===== src/sv/tfs_pkg.sv =====
`timescale 1ns / 1ps

package tfs_pkg;

    localparam logic [1:0] FUNC_WRITE = 2'd0;
    localparam logic [1:0] FUNC_FILL  = 2'd1;
    localparam logic [1:0] FUNC_READ  = 2'd2;

    localparam logic [1:0] COLOUR_BLACK = 2'd0;
    localparam logic [1:0] COLOUR_RED   = 2'd1;

    localparam logic [1:0] CODE_BLACK = 2'b00;
    localparam logic [1:0] CODE_RED   = 2'b01;
    localparam logic [1:0] CODE_WHITE = 2'b11;

    localparam logic [7:0] PAT_BLACK = 8'h00;
    localparam logic [7:0] PAT_RED   = 8'h55;
    localparam logic [7:0] PAT_WHITE = 8'hFF;
    localparam logic [7:0] PAT_BEYOND = 8'h55;

    localparam logic [3:0] PANEL_BLACK = 4'h0;
    localparam logic [3:0] PANEL_RED   = 4'h4;
    localparam logic [3:0] PANEL_WHITE = 4'h3;

    typedef enum logic [3:0] {
        S_SWEEP,
        S_IDLE,
        S_CLIP,
        S_MUL,
        S_ADDR,
        S_MERGE,
        S_RD_WAIT,
        S_OUT_HI,
        S_OUT_LO
    } t_state;

    typedef struct packed {
        logic capture;
        logic fill_load;
        logic sweep_wr;
        logic clip;
        logic mul;
        logic addr;
        logic merge;
        logic load_out;
        logic out_lo;
    } t_dp_cmd;

    typedef struct packed {
        logic [1:0] in_func;
        logic       rd_in_range;
        logic       sweep_last;
    } t_dp_sts;

    function automatic logic [1:0] pixel_code(input logic [1:0] colour);
        logic [1:0] code;
        unique case (colour)
            COLOUR_BLACK: code = CODE_BLACK;
            COLOUR_RED:   code = CODE_RED;
            default:      code = CODE_WHITE;
        endcase
        return code;
    endfunction

    function automatic logic [7:0] fill_pattern(input logic [1:0] colour);
        logic [7:0] pat;
        unique case (colour)
            COLOUR_BLACK: pat = PAT_BLACK;
            COLOUR_RED:   pat = PAT_RED;
            default:      pat = PAT_WHITE;
        endcase
        return pat;
    endfunction

    function automatic logic [3:0] panel_code(input logic [1:0] pair);
        logic [3:0] pc;
        unique case (pair)
            CODE_BLACK: pc = PANEL_BLACK;
            CODE_RED:   pc = PANEL_RED;
            default:    pc = PANEL_WHITE;
        endcase
        return pc;
    endfunction

endpackage


===== src/sv/tfs_ctrl.sv =====
`timescale 1ns / 1ps

module tfs_ctrl (
    input  logic              i_clk,
    input  logic              i_rst_n,
    input  logic              i_in_valid,
    output logic              o_in_stall,
    output logic              o_out_valid,
    input  logic              i_out_stall,
    output logic              o_last,
    input  tfs_pkg::t_dp_sts  i_sts,
    output tfs_pkg::t_dp_cmd  o_cmd
);

    tfs_pkg::t_state r_state;
    tfs_pkg::t_state n_state;

    always_ff @(posedge i_clk) begin
        if (!i_rst_n) begin
            r_state <= tfs_pkg::S_SWEEP;
        end else begin
            r_state <= n_state;
        end
    end

    always_comb begin
        n_state = r_state;
        unique case (r_state)
            tfs_pkg::S_SWEEP: begin
                if (i_sts.sweep_last) begin
                    n_state = tfs_pkg::S_IDLE;
                end
            end
            tfs_pkg::S_IDLE: begin
                if (i_in_valid) begin
                    unique case (i_sts.in_func)
                        tfs_pkg::FUNC_WRITE: n_state = tfs_pkg::S_CLIP;
                        tfs_pkg::FUNC_FILL:  n_state = tfs_pkg::S_SWEEP;
                        tfs_pkg::FUNC_READ: begin
                            if (i_sts.rd_in_range) begin
                                n_state = tfs_pkg::S_RD_WAIT;
                            end
                        end
                        default: n_state = tfs_pkg::S_IDLE;
                    endcase
                end
            end
            tfs_pkg::S_CLIP:    n_state = tfs_pkg::S_MUL;
            tfs_pkg::S_MUL:     n_state = tfs_pkg::S_ADDR;
            tfs_pkg::S_ADDR:    n_state = tfs_pkg::S_MERGE;
            tfs_pkg::S_MERGE:   n_state = tfs_pkg::S_IDLE;
            tfs_pkg::S_RD_WAIT: n_state = tfs_pkg::S_OUT_HI;
            tfs_pkg::S_OUT_HI: begin
                if (!i_out_stall) begin
                    n_state = tfs_pkg::S_OUT_LO;
                end
            end
            tfs_pkg::S_OUT_LO: begin
                if (!i_out_stall) begin
                    n_state = tfs_pkg::S_IDLE;
                end
            end
            default: n_state = tfs_pkg::S_IDLE;
        endcase
    end

    always_comb begin
        o_cmd       = '0;
        o_in_stall  = 1'b1;
        o_out_valid = 1'b0;
        o_last      = 1'b0;
        unique case (r_state)
            tfs_pkg::S_SWEEP: o_cmd.sweep_wr = 1'b1;
            tfs_pkg::S_IDLE: begin
                o_in_stall  = 1'b0;
                o_cmd.capture = i_in_valid;
                o_cmd.fill_load = i_in_valid && (i_sts.in_func == tfs_pkg::FUNC_FILL);
            end
            tfs_pkg::S_CLIP:    o_cmd.clip = 1'b1;
            tfs_pkg::S_MUL:     o_cmd.mul = 1'b1;
            tfs_pkg::S_ADDR:    o_cmd.addr = 1'b1;
            tfs_pkg::S_MERGE:   o_cmd.merge = 1'b1;
            tfs_pkg::S_RD_WAIT: o_cmd.load_out = 1'b1;
            tfs_pkg::S_OUT_HI:  o_out_valid = 1'b1;
            tfs_pkg::S_OUT_LO: begin
                o_out_valid  = 1'b1;
                o_last       = 1'b1;
                o_cmd.out_lo = 1'b1;
            end
            default: o_in_stall = 1'b1;
        endcase
    end

`ifndef ASSERT_OFF
    a_out_blocks_in: assert property (@(posedge i_clk) disable iff (!i_rst_n)
        o_out_valid |-> o_in_stall)
        else $error("request taken while a result is pending");

    a_hi_then_lo: assert property (@(posedge i_clk) disable iff (!i_rst_n)
        (o_out_valid && !i_out_stall && !o_last) |=> (o_out_valid && o_last))
        else $error("second byte of a read did not follow the first");

    a_lo_then_idle: assert property (@(posedge i_clk) disable iff (!i_rst_n)
        (o_out_valid && !i_out_stall && o_last) |=> !o_in_stall)
        else $error("not ready after the last byte of a read");

    a_sweep_no_accept: assert property (@(posedge i_clk) disable iff (!i_rst_n)
        o_cmd.sweep_wr |-> (o_in_stall && !o_out_valid))
        else $error("store sweep overlaps a request or result");
`endif

endmodule


===== config.mk =====
export PLATFORM = sky130hd
export DESIGN_NAME = tfs_ctrl
export DESIGN_NICKNAME = d
export VERILOG_FILES = /design/src/sv/tfs_pkg.sv /design/src/sv/tfs_ctrl.sv
export SDC_FILE = /design/constraint.sdc
export NUM_CORES = 1
export LEC_CHECK = 0
export BUFFER_PORTS_ARGS = -buffer_cell sky130_fd_sc_hd__buf_2
export CAP_MARGIN = 20
export CORE_AREA = 2 2 39 41
export CTS_CLUSTER_DIAMETER = 40
export DETAILED_ROUTE_END_ITERATION = 12
export DIE_AREA = 0 0 41 43
export GPL_TIMING_DRIVEN = 1
export SYNTH_ARGS = -nofsm -noshare
export SYNTH_HDL_FRONTEND = slang
export SYNTH_SLANG_ARGS = --single-unit

===== constraint.sdc =====
create_clock -name i_clk -period 2.9 [get_ports i_clk]
set_input_delay 0 -clock i_clk [delete_from_list [all_inputs] [get_ports i_clk]]
set_output_delay 0 -clock i_clk [all_outputs]
set_load 0.03 [all_outputs]

==> metrics, run 1 <==
post-synthesis instance area between 400 and 500 um^2; cells taking the most area after synthesis dfxtp_1, buf_6, a311oi_4; total of max-cap violations 0; maximum fanout along the worst path 13; worst-case setup margin in the final layout around 1100 ps; combined global-route utilization of all metal layers around an eighth; first-pass detailed-route iteration total 2; antenna violations before repair 0; vias per inst slightly above 5; post-route fraction of the period consumed by the critical path between 60% and 70%; detailed-route via count between 400 and 500; final WL 950 um; DIE AREA between 1500 and 2000 um^2; TritonCTS clock tree yes; Worst Hold Margin approximately 48 ps; number of buffers created by CTS 3; GR Overflow Total 0; Placeable Area between 1000 and 1500 um^2; drt wl/cell around 11 um; via count of the first global-routing pass approximately 370; actual slew at the worst max-slew pin about 460 ps; number of nets in the finished design 78; Synth area leader dfxtp_1; number of enable-type register cells in the synthesized netlist 0; post-route DRC violation count 0; Slew Limit Headroom around 70%; RSZ-0062 raised after global routing false; share of cells above drive strength 1 a little over two fifths; number of flip-flops under the largest register name 4; fraction of the yosys area taken by sequential cells 18.66%; global-route wire length before repair between 1.5 and 2 mm; synthesized flop and latch total 4; Post-Syn Area per Cell around 8.4 um^2; Worst-Skew Late Latency 230 ps; # setup viols final 0; leak pwr between 0.2 and 0.25 nW; count of port buffers added during placement 19; arrival time at the worst endpoint roughly 1900 ps; setup bufs post-CTS 0; number of cells produced by synthesis between 50 and 60; row cnt 14; startpoint class of the critical path register; count of routing violations after the opening detailed-route iteration 3; count of hold buffers inserted by post-cts repair 0; buffer type at the clock tree root clkbuf_4; proportion of synthesized flip-flops having asynchronous set or reset 0%; DP HPWL roughly 720 um; count of warnings emitted by yosys 0; Final Skew 3.068 ps; data required time of the worst path about 3000 ps; hold crit path type input port to register; Power Density approximately 400 nW/um^2; time the worst path needs with I/O delays and setup between 1500 and 2000 ps; status finished clean; Largest Register r_state; antenna-violating nets left 0; registers with the most flip-flops r_state: 4 flops; CTS-repair resized insts 0; final number of hold-violating endpoints 0; final sum of negative setup slack 0 ps; Max VDD drop between 0.1 and 0.15 mV; Top Ports 20; H-tree level count 1; width of the die slightly above 40 um; pin count of the biggest net entering global routing 14; y dimension of the die ~43 um; syn nets between 50 and 60; commonest non-fill, non-tap cell in the layout buf_2; clock transition at the registers of the reported paths about 40 ps; flip-flop cell with the highest count after synthesis dfxtp_1; distinct cell type count after synthesis 32; Initial Util a little under a third; Max Root-Sink Buffers 2; Ant. Diodes 0; area grow syn2layout 21.28%; most used cells in the layout excluding fill and tap cells buf_2, nor2_1, a21oi_1, dfxtp_1; element type at the critical path end register; global placer's final weighted congestion slightly above 0.7; worst setup slack before clock tree synthesis approximately 1200 ps; number of sinks driven by the clock tree 4; max frequency around 570 MHz; fraction of post-synthesis cell area in the top cell type by area approximately a fifth; type of the setup path with the least slack register to register; number of slew-limit violations in the final report 0
==> final timing paths <==
path / start / end / slack (ps) / depth (start not counted)
worst max-delay path: r_state[0] / r_state[0] / 1150 / 4
worst min-delay path: i_rst_n / r_state[3] / 50 / 3
worst max register to register: r_state[0] / r_state[0] / 1150 / 4
worst min register to register: r_state[3] / r_state[3] / 640 / 2
==> worst max-delay path, stage by stage (launching register included) <==
cell and delay [ps]:
dfxtp_1 600, nor4b_2 150, o21a_4 260, or3_1 370
o221a_1 270
==> through the flow <==
step                std cells  power [mW]  area [um^2]  util, %
floorplan                  51      0.1258        429.2        -
global placement           81      0.1408        498.0    35.99
detailed placement         81      0.1406        498.0    35.99
CTS                        84      0.2112        520.5    37.61
global route               84      0.2225        520.5    37.61
finish                     84      0.2083        520.5    37.61
==> metal layers <==
metal	vias to the layer above	part of all wire, %	GRT usage (%)	wire (um)
met1	189	48	18.41	456
li1	228	-	-	-
met4	0	0	8.000	0
met5	-	0	0	0
met3	0	4.8	0.5236	46
met2	14	47	16.25	447
==> where the power goes <==
group	total, mW	switching (mW)	internal (mW)
Clock	0.0684	0.0221	0.0462
Sequential	0.0700	0.0113	0.0587
Combinational	0.0700	0.0400	0.0299
Total	0.208	0.0734	0.135
==> Yosys cell counts, types with 2 or more instances <==
master,number
dfxtp_1,4
nand2b_1,2
nor3_1,3
nor2_1,4
nor2b_1,2
a21oi_1,4
nand2_1,3
inv_1,2
o21ai_0,2
buf_6,3
==> final cells by class <==
cell class                      instances  area (um^2)
Fill cell                             153        863.3
Multi-Input combinational cell         40        295.3
Timing Repair Buffer                   19        95.09
Sequential cell                         4        80.08
Clock buffer                            3        22.52
Tap cell                               16        20.02
Inverter                                2        7.507
==> kinds of logic (layout without fill, tap and decap cells) <==
| logic type | after synthesis | count (layout) | synth area share [%] |
|---|---|---|---|
| AO/OA/AOI/OAI | 14 | 14 | 28.86 |
| flip-flops | 4 | 4 | 18.66 |
| AND/OR/NAND/NOR | 26 | 26 | 39.94 |
| buffers and inverters | 7 | 24 | 12.54 |
Note: power is estimated with default switching activity, not from simulation.
==> run 2: changes to the inputs <==
ABC_AREA = 1   (was unset)
clock period = 1.6 ns   (was 2.9 ns; I/O delays follow)
==> run 2 against run 1 <==
Final area up 1.4%. Sequential share of layout area down 0.22 points. Global-route usage up 0.44 points. Largest cell class unchanged. Clock power up 83%. First-iteration DRC count up 33%.
==> metrics, run 2 <==
status finished clean; Initial Util 29.11%; GR Overflow Total 0; Final Skew 4.212 ps; most used cells in the layout excluding fill and tap cells buf_2, inv_1, nand3_1, nor2_1, nand2_1; arrival time at the worst endpoint 1310 ps; Slew Limit Headroom about three quarters; Top Ports 20; time the worst path needs with I/O delays and setup 1313 ps; cells taking the most area after synthesis dfxtp_1, nand3_1, inv_1; Power Density slightly above 2000 nW/um^2; width of the die 41 um; H-tree level count 1; buffer type at the clock tree root clkbuf_4; top cells by count, synth inv_1, nand2_1, nand3_1, nor2_1, nor2_2; vias per inst between 4 and 5; DP HPWL roughly 770 um; final WL roughly 930 um; Max Root-Sink Buffers 2; share of power burned in registers a little under a fifth; Ant. Diodes 0; # setup viols final 0; post-route DRC violation count 0; switching pwr roughly 620 uW; global placer's final weighted congestion approximately 0.85; element type at the critical path end output port; count of warnings emitted by yosys 0; TritonCTS clock tree yes; most repeated cell in the gate-level netlist after synthesis inv_1; count of hold buffers inserted by post-cts repair 0; row cnt 14; global-route wire length before repair between 1.5 and 2 mm; Max VDD drop ~0.65 mV; Synth area leader dfxtp_1; startpoint class of the critical path register; actual slew at the worst max-slew pin 371.5 ps; drt wl/cell around 9.0 um; proportion of synthesized flip-flops having asynchronous set or reset 0%; internal power component approximately 440 uW; count of routing violations after the opening detailed-route iteration 4; RSZ-0062 raised after global routing false; area grow syn2layout 31.06%; syn nets 75; registers with the most flip-flops r_state: 4 flops; data required time of the worst path roughly 1600 ps; fraction of post-synthesis cell area in the top cell type by area between 10% and 20%; Combinational Power Share just under 70%; hold crit path type input port to register; final sum of negative setup slack 0 ps; number of slew-limit violations in the final report 0; y dimension of the die about 43 um; share of cells above drive strength 1 just over 40%; Largest Register r_state; clock transition at the registers of the reported paths 40 ps; antenna-violating nets left 0; max frequency between 700 and 800 MHz; number of nets in the finished design a little under 100; flip-flop cell with the highest count after synthesis dfxtp_1; Placeable Area approximately 1400 um^2; first-pass detailed-route iteration total 3; Worst-Skew Late Latency 240 ps; combined global-route utilization of all metal layers about an eighth; distinct cell type count after synthesis 18; worst reg-to-reg setup slack around 300 ps; Post-Syn Area per Cell roughly 6.0 um^2; type of the setup path with the least slack register to output port; total chip power between 1 and 1.5 mW; DIE AREA roughly 1800 um^2; post-route fraction of the period consumed by the critical path a little over 80%; via count of the first global-routing pass between 300 and 400; fraction of the yosys area taken by sequential cells 19.88%; setup bufs post-CTS 0; CTS-repair resized insts 0; number of buffers created by CTS 3; number of cells produced by synthesis 67; number of flip-flops under the largest register name 4; count of port buffers added during placement 19; switching part of the total power around 58%; clock network fraction of design power a little under an eighth; number of sinks driven by the clock tree 4; synthesized flop and latch total 4; antenna violations before repair 0; leak pwr about 0.32 nW; commonest non-fill, non-tap cell in the layout buf_2; maximum fanout along the worst path 6; pin count of the biggest net entering global routing 9; final number of hold-violating endpoints 0; post-synthesis instance area 402.9 um^2; detailed-route via count between 400 and 500; number of enable-type register cells in the synthesized netlist 0; total of max-cap violations 0
==> run 2: cell types whose count changed after synthesis, moves of 2 or more <==
| cell | change |
|---|---|
| a21oi_1 | -4 |
| buf_6 | -2 |
| inv_1 | +10 |
| inv_2 | +2 |
| nand2_1 | +7 |
| nand2_4 | +3 |
| nand2b_1 | -2 |
| nand3_1 | +10 |
| nor2_1 | +6 |
| nor2_2 | +5 |
| nor2b_1 | -2 |
| o21ai_0 | -2 |
==> run 2: critical path, stage by stage, from the launching register on <==
cell     delay (ps)
dfxtp_1         410
inv_2           110
nor2_4          120
nand2_4          80
nor4_2          120
buf_2           230
==> run 2: kinds of logic after synthesis <==
logic type / synth area share, %
AND/OR/NAND/NOR: 57.46
buffers and inverters: 17.70
flip-flops: 19.88
AO/OA/AOI/OAI: 4.969
==> run 2: final timing paths <==
kind,start,to,cells past startpoint
setup / recovery,r_state[0],o_cmd[7],5
hold / removal,i_rst_n,r_state[3],3
setup reg to reg,r_state[1],r_state[0],7
hold reg to reg,r_state[2],r_state[2],4
==> run 2: per-stage QoR <==
step / area, um^2 / utilization [%] / hold slack [ps] / cells / worst slack [ps]
3_3_place_gp: 505.5 / 36.53 / 264.7 / 100 / 300.8
6_report: 528.0 / 38.16 / 17.82 / 103 / 287.4
2_1_floorplan: 409.1 / - / 70.31 / 67 / 343.9
5_1_grt: 528.0 / 38.16 / 27.33 / 103 / 188.1
3_5_place_dp: 505.5 / 36.53 / 260.7 / 100 / 301.4
4_1_cts: 528.0 / 38.16 / 7.411 / 103 / 275.9
==> run 2: layout make-up <==
class | count | area, um^2
Multi-Input combinational cell | 47 | 257.7
Sequential cell | 4 | 80.08
Clock buffer | 3 | 22.52
Tap cell | 16 | 20.02
Timing Repair Buffer | 19 | 95.09
Inverter | 14 | 52.55
Fill cell | 157 | 855.8
==> run 2: power by group through the flow <==
stage,Sequential [mW],Clock [mW],Combinational [mW]
finish,0.204,0.125,0.739
global route,0.211,0.139,0.814
CTS,0.202,0.133,0.744
detailed placement,0.204,0,0.742
global placement,0.204,0,0.739
floorplan,0.180,0,0.619
==> run 2: routing by layer <==
metal	track usage, %	vias to the layer above	part of all wire [%]
li1	-	248	-
met1	15.71	186	47
met3	3.141	2	6.1
met5	0	-	0
met4	8.000	0	1.7
met2	18.75	12	45
